**config.mk**
```make
export PLATFORM = sky130hd
export DESIGN_NAME = escaped_byte_rx_fifo_unit
export DESIGN_NICKNAME = d
export VERILOG_FILES = /design/src/rtl/ebrf_pkg.sv /design/src/rtl/escaped_byte_rx_fifo_unit.sv /design/src/rtl/ebrf_unescape.sv
export SDC_FILE = /design/constraint.sdc
export NUM_CORES = 2
export LEC_CHECK = 0
export BUFFER_PORTS_ARGS = -buffer_cell sky130_fd_sc_hd__buf_4
export CAP_MARGIN = 5
export CELL_PAD_IN_SITES_DETAIL_PLACEMENT = 1
export CELL_PAD_IN_SITES_GLOBAL_PLACEMENT = 2
export CORE_UTILIZATION = 54
export CTS_CLUSTER_DIAMETER = 80
export CTS_CLUSTER_SIZE = 30
export DETAILED_ROUTE_END_ITERATION = 6
export PLACE_DENSITY_LB_ADDON = 0.1
export RECOVER_POWER = 50
export SLEW_MARGIN = 20
export SYNTH_ARGS = -nofsm -noshare
export SYNTH_HDL_FRONTEND = slang
export SYNTH_SLANG_ARGS = --single-unit
export TNS_END_PERCENT = 20
```
**constraint.sdc**
```tcl
create_clock -name clock -period 11.4 [get_ports clock]
set_input_delay 0.57 -clock clock [delete_from_list [all_inputs] [get_ports clock]]
set_output_delay 0.57 -clock clock [all_outputs]
set_load 0.1 [all_outputs]
```
**src/rtl/ebrf_pkg.sv**
```systemverilog
// Types and constants of the escaped byte receive FIFO.
package ebrf_pkg;

   localparam int BYTE_W = 8;
   localparam int MARK_W = 9;

   // Link byte codes
   localparam logic [BYTE_W-1:0] ESC_BYTE  = 8'h5C;
   localparam logic [BYTE_W-1:0] IDLE_LOW  = 8'h00;
   localparam logic [BYTE_W-1:0] IDLE_HIGH = 8'hFF;

   // Configuration register indexes
   typedef enum logic [0:0] {
      CSR_HIGH_MARK = 1'b0,
      CSR_LOW_MARK  = 1'b1
   } csr_index_type;

   // Unescape decision for one link byte
   typedef struct packed {
      logic keep;
      logic escape_next;
   } unesc_type;

endpackage

```
**src/rtl/escaped_byte_rx_fifo_unit.sv**
```systemverilog
// Top level of the escaped byte receive FIFO with high and low watermark events.
//
// The block takes one request per clock cycle: busy stays low, so every cycle
// with start high is an accepted request. Each request gives exactly one result,
// strobed on rsp_strobe in the cycle right after acceptance; the receiver must
// take it then. That rate comes from the byte store,
// a single memory with one write port and one registered read port: a link byte
// is written at the accepting edge, and a pop reads the head entry at the
// accepting edge so the byte is ready with the strobe. Pointer and count
// updates land at the same edge, so a request in the next cycle sees them.
// The store needs no clearing after reset; only written entries are ever popped.
// A full FIFO drops its oldest PURGE_BLOCK bytes before taking a new one.
// Configuration writes take effect at once and belong to idle periods.
module escaped_byte_rx_fifo_unit #(
   parameter int DEPTH       = 256,
   parameter int PURGE_BLOCK = 8
) (
   input  logic                                clock,
   input  logic                                reset,
   input  logic                                start,
   output logic                                busy,
   input  logic                                req_func,
   input  logic [ebrf_pkg::BYTE_W-1:0]         req_rx_byte,
   output logic                                rsp_strobe,
   output logic                                rsp_stored,
   output logic                                rsp_high_event,
   output logic                                rsp_low_event,
   output logic                                rsp_read_valid,
   output logic [ebrf_pkg::BYTE_W-1:0]         rsp_read_byte,
   output logic [$clog2(DEPTH+1)-1:0]          rsp_fill_level,
   input  logic                                csr_write_en,
   input  ebrf_pkg::csr_index_type             csr_index,
   input  logic [ebrf_pkg::MARK_W-1:0]         csr_wdata
);
   import ebrf_pkg::*;

   localparam int PTR_W = $clog2(DEPTH);
   localparam int CNT_W = $clog2(DEPTH + 1);
   localparam int SUM_W = CNT_W + 1;
   localparam int CMP_W = (CNT_W + 1 > MARK_W + 1) ? CNT_W + 1 : MARK_W + 1;
   localparam logic [SUM_W-1:0] DEPTH_S = SUM_W'(DEPTH);
   localparam logic [SUM_W-1:0] PURGE_S = SUM_W'(PURGE_BLOCK);
   localparam logic [CNT_W-1:0] DEPTH_C = CNT_W'(DEPTH);
   localparam logic [CNT_W-1:0] PURGE_C = CNT_W'(PURGE_BLOCK);

   // Byte store
   logic [BYTE_W-1:0] fifo_mem [DEPTH];

   // State registers
   logic [PTR_W-1:0]  head_ff, head_in;
   logic [CNT_W-1:0]  count_ff, count_in;
   logic              escape_ff, escape_in;
   logic              high_sent_ff, high_sent_in;
   logic [MARK_W-1:0] high_mark_ff, low_mark_ff;

   // Result registers
   logic              strobe_ff;
   logic              stored_ff, stored_in;
   logic              high_ev_ff, high_ev_in;
   logic              low_ev_ff, low_ev_in;
   logic              read_valid_ff, read_valid_in;
   logic [BYTE_W-1:0] rd_data_ff;
   logic [CNT_W-1:0]  fill_ff;

   logic              accept;
   unesc_type         dec;
   logic              wr_en;
   logic              rd_en;
   logic [PTR_W-1:0]  wr_addr;
   logic              full;
   logic [SUM_W-1:0]  purge_sum, head_p_sum, wr_sum, pop_sum;
   logic [PTR_W-1:0]  head_p;
   logic [CNT_W-1:0]  cnt_p;
   logic [CMP_W-1:0]  count_plus, high_cmp, low_cmp;
   logic              high_hit, low_hit, high_mid;

   assign busy   = 1'b0;
   assign accept = start && !busy;

   ebrf_unescape u_unescape (
      .rx_byte        (req_rx_byte),
      .escape_pending (escape_ff),
      .dec            (dec)
   );

   // Purge on full, then find the tail slot
   assign full       = (count_ff == DEPTH_C);
   assign purge_sum  = SUM_W'(head_ff) + PURGE_S;
   assign head_p_sum = !full ? SUM_W'(head_ff)
                     : (purge_sum >= DEPTH_S) ? purge_sum - DEPTH_S : purge_sum;
   assign head_p     = head_p_sum[PTR_W-1:0];
   assign cnt_p      = full ? count_ff - PURGE_C : count_ff;
   assign wr_sum     = SUM_W'(head_p) + SUM_W'(cnt_p);
   assign wr_addr    = (wr_sum >= DEPTH_S) ? PTR_W'(wr_sum - DEPTH_S) : PTR_W'(wr_sum);
   assign pop_sum    = SUM_W'(head_ff) + SUM_W'(1);

   // Watermark checks against the count plus the appended byte, before any purge
   assign count_plus = CMP_W'(count_ff) + CMP_W'(1);
   assign high_cmp   = CMP_W'(high_mark_ff);
   assign low_cmp    = CMP_W'(low_mark_ff);
   assign high_hit   = (high_mark_ff != '0) && (count_plus >= high_cmp) && !high_sent_ff;
   assign high_mid   = high_sent_ff || high_hit;
   assign low_hit    = (low_mark_ff != '0) && (count_plus <= low_cmp) && high_mid;

   assign wr_en = accept && !req_func && dec.keep;
   assign rd_en = accept && req_func && (count_ff != '0);

   // Next state and result fields
   always_comb begin
      head_in       = head_ff;
      count_in      = count_ff;
      escape_in     = escape_ff;
      high_sent_in  = high_sent_ff;
      stored_in     = 1'b0;
      high_ev_in    = 1'b0;
      low_ev_in     = 1'b0;
      read_valid_in = 1'b0;
      if (rd_en) begin
         head_in       = (pop_sum >= DEPTH_S) ? PTR_W'(pop_sum - DEPTH_S) : PTR_W'(pop_sum);
         count_in      = count_ff - CNT_W'(1);
         read_valid_in = 1'b1;
      end else if (accept && !req_func) begin
         escape_in = dec.escape_next;
         if (dec.keep) begin
            head_in      = head_p;
            count_in     = cnt_p + CNT_W'(1);
            high_sent_in = high_mid && !low_hit;
            stored_in    = 1'b1;
            high_ev_in   = high_hit;
            low_ev_in    = low_hit;
         end
      end
   end

   // Store write and head read
   always_ff @(posedge clock) begin
      if (wr_en) begin
         fifo_mem[wr_addr] <= req_rx_byte;
      end
      if (rd_en) begin
         rd_data_ff <= fifo_mem[head_ff];
      end
   end

   // Control state
   always_ff @(posedge clock) begin
      if (reset) begin
         head_ff       <= '0;
         count_ff      <= '0;
         escape_ff     <= 1'b0;
         high_sent_ff  <= 1'b0;
         strobe_ff     <= 1'b0;
      end else begin
         head_ff       <= head_in;
         count_ff      <= count_in;
         escape_ff     <= escape_in;
         high_sent_ff  <= high_sent_in;
         strobe_ff     <= accept;
      end
   end

   // Configuration registers
   always_ff @(posedge clock) begin
      if (reset) begin
         high_mark_ff <= '0;
         low_mark_ff  <= '0;
      end else if (csr_write_en) begin
         unique case (csr_index)
            CSR_HIGH_MARK: high_mark_ff <= csr_wdata;
            CSR_LOW_MARK:  low_mark_ff  <= csr_wdata;
         endcase
      end
   end

   // Hold result payload for the strobe cycle
   always_ff @(posedge clock) begin
      if (accept) begin
         stored_ff     <= stored_in;
         high_ev_ff    <= high_ev_in;
         low_ev_ff     <= low_ev_in;
         read_valid_ff <= read_valid_in;
         fill_ff       <= count_in;
      end
   end

   assign rsp_strobe     = strobe_ff;
   assign rsp_stored     = stored_ff;
   assign rsp_high_event = high_ev_ff;
   assign rsp_low_event  = low_ev_ff;
   assign rsp_read_valid = read_valid_ff;
   assign rsp_read_byte  = read_valid_ff ? rd_data_ff : '0;
   assign rsp_fill_level = fill_ff;

endmodule

```
**src/rtl/ebrf_unescape.sv**
```systemverilog
// Unescape decoder: decides whether a link byte is kept and updates the escape flag.
module ebrf_unescape (
   input  logic [ebrf_pkg::BYTE_W-1:0] rx_byte,
   input  logic                        escape_pending,
   output ebrf_pkg::unesc_type         dec
);
   import ebrf_pkg::*;

   logic is_esc;
   logic is_idle;

   assign is_esc  = (rx_byte == ESC_BYTE);
   assign is_idle = (rx_byte == IDLE_LOW) || (rx_byte == IDLE_HIGH);

   // Keep any byte after an escape mark; otherwise drop marks and idle bytes
   always_comb begin
      if (escape_pending) begin
         dec.keep        = 1'b1;
         dec.escape_next = 1'b0;
      end else begin
         dec.keep        = !(is_esc || is_idle);
         dec.escape_next = is_esc;
      end
   end

endmodule

```
# Word-level counts from Yosys, hierarchy flattened
# Memory sizes are Yosys's and may differ from the RTL's. A register that Yosys moved wholly into a read port is not among the register bits.
# Index checks and enable logic that the tools add are counted.
dict set report totals {
  ff_bits 51
  ram_bits 2048
  input_bits 23
  out_inout_bits 23
  wordCells 81
  mem_count 1
}
# name words width read_ports rd_ports_with_merged_regs wr line_no
set mem_list {}
lappend mem_list {fifo_mem 256 8 1 1 1 escaped_byte_rx_fifo_unit.sv:47} ;# logic [BYTE_W-1:0] fifo_mem [DEPTH];
dict set report op_classes {
  add_sub_neg 10
  n_lt_le_gt_ge 5
  n_eq_ne 3
  mux 17
  bitwise_logic 4
  reduce_logical 29
}
# op n
set op_table {}
lappend op_table {{$mux W8} 8}
lappend op_table {{$mux W9} 4}
lappend op_table {{$reduce_bool A9 Y1} 3}
lappend op_table {{$sub A8 B1 Y8 const B} 3}
lappend op_table {{$ge A9 B9 Y1 const B} 2}
lappend op_table {{$add A8 B9 Y10} 1}
lappend op_table {{$add A9 B1 Y10 const B} 1}
lappend op_table {{$ge A10 B9 Y1} 1}
lappend op_table {{$ge A10 B9 Y1 const B} 1}
lappend op_table {{$le A10 B9 Y1} 1}
lappend op_table {{$add A8 B1 Y9 const B} 1}
lappend op_table {{$add A8 B4 Y9 const B} 1}
lappend op_table {{$add A9 B1 Y9 const B} 1}
lappend op_table {{$eq A9 B9 Y1 const B} 1}
lappend op_table {{$logic_and A1 B1 Y1} 9}
lappend op_table {{$sub A9 B1 Y9 const B} 1}
lappend op_table {{$sub A9 B4 Y9 const B} 1}
lappend op_table {{$eq A8 B7 Y1 const B} 1}
lappend op_table {{$eq A8 B8 Y1 const B} 1}
lappend op_table {{$logic_not A8 Y1} 1}
lappend op_table {{$reduce_and A2 Y1} 4}
lappend op_table {{$logic_not A1 Y1} 4}
lappend op_table {{$mux W1} 4}
lappend op_table {{$not A1 Y1} 4}
lappend op_table {{other kinds (6)} 9}

# Depth between registers and ports, before layout
dict set report logic_depth {
  word_depth 8
  mapped_depth 14
  ltp_nobuf 12
}

# Cells and area by module
# Synthesis repeated with hierarchy kept, for this count alone.
dict set report hier_totals {
  cells_unflattened 4187
  area_unflattened_um2 83765.3
}
# module n_inst cells_each area_per_inst_um2 seq_area_each_um2
set modules_own_cells {}
lappend modules_own_cells {escaped_byte_rx_fifo_unit 1 4179 83707.8 62890.3}
lappend modules_own_cells {ebrf_unescape 1 8 57.6 0.0}

# Worst setup path before layout
# OpenSTA, ideal clock, no wires.
dict set report synth_path {
  path_kind {reg2reg}
  from {register head_ff[3]}
  to {memory fifo_mem[137][0] (enable)}
  setup_time_ps 383
  t_arrival_ps 3843
  required_time_ps 11017
  slack_ps 7174
  path_stages_with_launch 14
  path_buffers 5
  period_less_slack_ps 4226
  path_cell_list {dfxtp_1 -> buf_2 -> buf_1 -> buf_2 -> buf_1 -> xnor2_1 -> ha_1 -> a21oi_1 -> nor2_1 -> a221oi_1 -> xnor2_1 -> nand2_1 -> clkbuf_1 -> nor3_1}
}
dict set report synth_via {
  elab_chain_len 7
  elab_cells_between_ends 9
  classes_between {add/sub: 4; order compare: 2; mux: 3}
}
# item line_no
set synth_lines {}
lappend synth_lines {{from (decl)} escaped_byte_rx_fifo_unit.sv:50} ;# logic [PTR_W-1:0] head_ff, head_in;
lappend synth_lines {{from (signal assigned)} escaped_byte_rx_fifo_unit.sv:154} ;# head_ff <= head_in;
lappend synth_lines {{$add A8 B4 Y9} escaped_byte_rx_fifo_unit.sv:88} ;# assign purge_sum = SUM_W'(head_ff) + PURGE_S;
lappend synth_lines {{$sub A8 B1 Y8 / $ge A9 B9 Y1 (equally long branches)} escaped_byte_rx_fifo_unit.sv:90} ;# : (purge_sum >= DEPTH_S) ? purge_sum - DEPTH_S : purge_sum;
lappend synth_lines {{$mux W8} escaped_byte_rx_fifo_unit.sv:90}
lappend synth_lines {{$mux W8 *} escaped_byte_rx_fifo_unit.sv:89} ;# assign head_p_sum = !full ? SUM_W'(head_ff)
lappend synth_lines {{$add A8 B9 Y10 *} escaped_byte_rx_fifo_unit.sv:93} ;# assign wr_sum = SUM_W'(head_p) + SUM_W'(cnt_p);
lappend synth_lines {{$sub A8 B1 Y8 / $ge A10 B9 Y1 (equally long branches)} escaped_byte_rx_fifo_unit.sv:94} ;# assign wr_addr = (wr_sum >= DEPTH_S) ? PTR_W'(wr_sum - DEPTH_S) : PTR_W'(wr_sum);
lappend synth_lines {{$mux W8 *} escaped_byte_rx_fifo_unit.sv:94}
lappend synth_lines {{to (decl)} escaped_byte_rx_fifo_unit.sv:47}
# Mark *: on every way between the ends. The rest lies on a longest branch, timed or not.

# Worst setup path after layout
dict set report layout_path {
  from {input port req_rx_byte[2] (netlist bit)}
  to {memory fifo_mem[115][2], data pin}
}
# item line_no
set layout_rtl {}
lappend layout_rtl {{from (decl)} escaped_byte_rx_fifo_unit.sv:23} ;# input logic [ebrf_pkg::BYTE_W-1:0] req_rx_byte,
# Straight into the memory's write port.

==> reports/metrics.yaml <==
timing:
  period_minus_slack_ns: 8.38
  timing.fmax_mhz: 119
  worst_pin_slew_ns: 4.69
  finalHoldViolCount: 0
  slew_viol_final: 2096
  rsz0062_at_grt: "false"
  setup_viol: 0
  fin_setup_tns_ns: 0
  skew_ns: 0.0460
  slew_headroom_pct: -213
  period_share_pct: 73.5
drt:
  drc: 0
  vias: 43900
  routed_wl_mm: 245
  via_per_inst: 6.83
  route.antenna.remaining_nets: 0
  detail_route.wl_per_cell_um: 38.2
  drt-initial-drc-count: 5927
  dr.pass1.iters: 5
place:
  gp_congestion: 0.910
  place_inst: 6240
  hpwl_mm: 156
  io_buffers: 44
status:
  outcome: "finished with violations"
  failed_checks: "max-capacitance violations, max-slew violations"
critical_path:
  cp_data_required_time_ns: 11.44
  cp-end-kind: "register"
  crit_fanout: 79
  crit_arrival_ns: 8.41
  cp-start-kind: "input port"
  crit_type: "in -> reg"
run:
  max-cap-violations: 37
synth:
  synth-edff-count: 2069
  ys.flop_type: "edfxtp_1"
  synth.distinct_cells: 77
  async_flop_share_pct: 0
  synth_top_cell_area_share_pct: 74.5
  synth.area.top_cells: "edfxtp_1 (75%), mux4_2 (12%), mux2i_1 (2.1%), nor3_1 (1.7%), dfxtp_1 (0.91%)"
  syn_nets: 4228
  syn_inst: 4172
  synth.most_common_cell: "edfxtp_1"
  synth_seq_area_share_pct: 75.4
  synth_area_um2: 83400
  ys_seq_elements: 2107
  avgSynthCellArea_um2: 20.0
  synthTopCellsByCount: "edfxtp_1 (2069), mux4_2 (443), nor3_1 (281)"
  ys_warn_count: 0
  synth_largest_area_cell: "edfxtp_1"
power:
  p_leak_nw: 26.9
  power.total_mw: 15.4
  p_per_area_nw_per_um2: 169
  vdd_drop_max_mv: 0.199
clock_tree:
  path_clk_slew_ns: 0.10
  cts_resized: 0
  cts_tree: "done"
  root_buffer: "clkbuf_16"
  clock_sinks: 2107
  post_cts_buffers: 0
  clkLatencyLatePin_ns: 0.78
  clockBufferDepth: 3
  cts_max_level: 3
  ctsHoldBuffers: 0
  numCtsBuffers: 105
global_route:
  grt_max_degree: 125
  grt_overflow: 0
  grt_first_pass_wirelength_mm: 346
  antenna_found_initial: 11
  grt_pass1_vias: 44600
  grt_use_total_pct: 31.7
layout:
  final_util_pct: 59.6
  stdcell_count: 6430
  nNetsFinal: 4374
  area_delta_synth_final_pct: 9.02
  fillers: 12800
  drive_gt1_share_pct: 23.2
floorplanning:
  dieWidth_um: 395
  core_um2: 153000
  start_util_pct: 54.6
  die-height_um: 395
  io_pins: 46
  row_count: 143
  die_area_um2: 156000
worst_hold_path:
  hp-class: "in -> reg"
[path summary, 6_finish.rpt]
| kind | from | cells after the start | slack, ns | end |
|---|---|---|---|---|
| setup reg to reg | head_ff[0]$_SDFFE_PP0P_ | 9 | 5.72 | rd_data_ff[2]$_DFFE_PP_ |
| hold reg to reg | high_mark_ff[7]$_SDFFE_PP0P_ | 2 | 0.47 | high_mark_ff[7]$_SDFFE_PP0P_ |
| setup / recovery | req_rx_byte[2] | 3 | 3.02 | fifo_mem[115][2]$_DFFE_PP_ |
| hold / removal | csr_wdata[2] | 3 | 0.07 | high_mark_ff[2]$_SDFFE_PP0P_ |
[cell usage in the layout (no fill, tap or decap), types with 11 or more instances in the layout]
cell type  netlist  final
and2_1          12     11
mux4_2         443    443
a22o_1          30     30
a21oi_1        102    102
inv_8            0     13
a211oi_1        25     23
nor2_1          54     53
o221ai_1        26     26
a31oi_1         13     13
o21ai_0         40     39
a221oi_1        35     35
clkbuf_1        96     56
nand2_1        128    124
clkbuf_16        0    109
xnor2_1         25     24
nor3_1         281    185
a22oi_1         74     74
ha_1            32     32
clkinv_8         0     22
nand4_1         11     11
o22ai_1         32     32
mux2i_1        172    172
edfxtp_1      2069   2069
nor2b_1         27     24
buf_4           31    247
mux2_2          19     19
nor3_2           0     96
nand3_1         42     42
dfxtp_1         38     32
inv_1           28     28
nand2b_1        15     15
[flip-flops by register name (all words and copies together) (netlist names)]
name,count
count_ff,9
escape_ff,1
fifo_mem,2048
head_ff,8
high_mark_ff,9
high_sent_ff,1
low_mark_ff,9
rd_data_ff,8
rsp_fill_level,9
rsp_high_event,1
rsp_low_event,1
rsp_read_valid,1
rsp_stored,1
rsp_strobe,1
[report_power, final]
group | switching (mW) | internal [mW]
logic | 1.39 | 0.727
clock network | 2.71 | 1.93
registers | 0.0604 | 8.57
[metrics by stage]
stage,instance area [µm²],setup WS (ns),hold slack (ns)
floorplan,83400,7.17,0.436
global placement,86900,5.60,0.455
detailed placement,87200,5.59,0.457
CTS,90900,5.58,0.0250
global route,90900,2.67,0.0389
finish,90900,3.02,0.0700
[per-layer routing]
| layer | wire length, µm | part of all wire, % | up-vias | GRT usage [%] |
|---|---|---|---|---|
| met1 | 97300 | 40 | 23500 | 46.3 |
| met5 | 26 | 0.011 | - | 0 |
| li1 | - | - | 17600 | - |
| met2 | 114000 | 47 | 2422 | 48.6 |
| met3 | 24900 | 10 | 344 | 6.15 |
| met4 | 8650 | 3.5 | 4 | 9.90 |
[cell type report]
type                       count  area [µm²]  share of cell area (%)
inverter                      29         109                   0.120
multi-input combinational   1768       19400                    21.4
tap                         2030        2540                    2.79
sequential                  2107       62900                    69.2
clock buffer                 112        2740                    3.01
antenna                        3        7.51                 0.00826
clock inverter                74        1010                    1.11
timing repair buffer         307        2180                    2.40
[cell families (layout without fill, tap and decap cells)]
| family | count (synthesis) | in the layout | share of synthesized area (%) |
|---|---|---|---|
| compound gates | 456 | 456 | 3.84 |
| simple gates | 611 | 611 | 3.61 |
| fa+ha+maj | 33 | 33 | 0.504 |
| other cells | 1 | 4 | 0.00450 |
| buf+inv | 297 | 522 | 1.98 |
| xor+xnor | 33 | 33 | 0.347 |
| mux | 634 | 634 | 14.3 |
| flops | 2107 | 2107 | 75.4 |
[critical path, stage by stage]
cell      delay, ns
clkbuf_1       2.19
clkbuf_1       2.76
clkbuf_1       2.74
(Power assumes the default switching activity.)
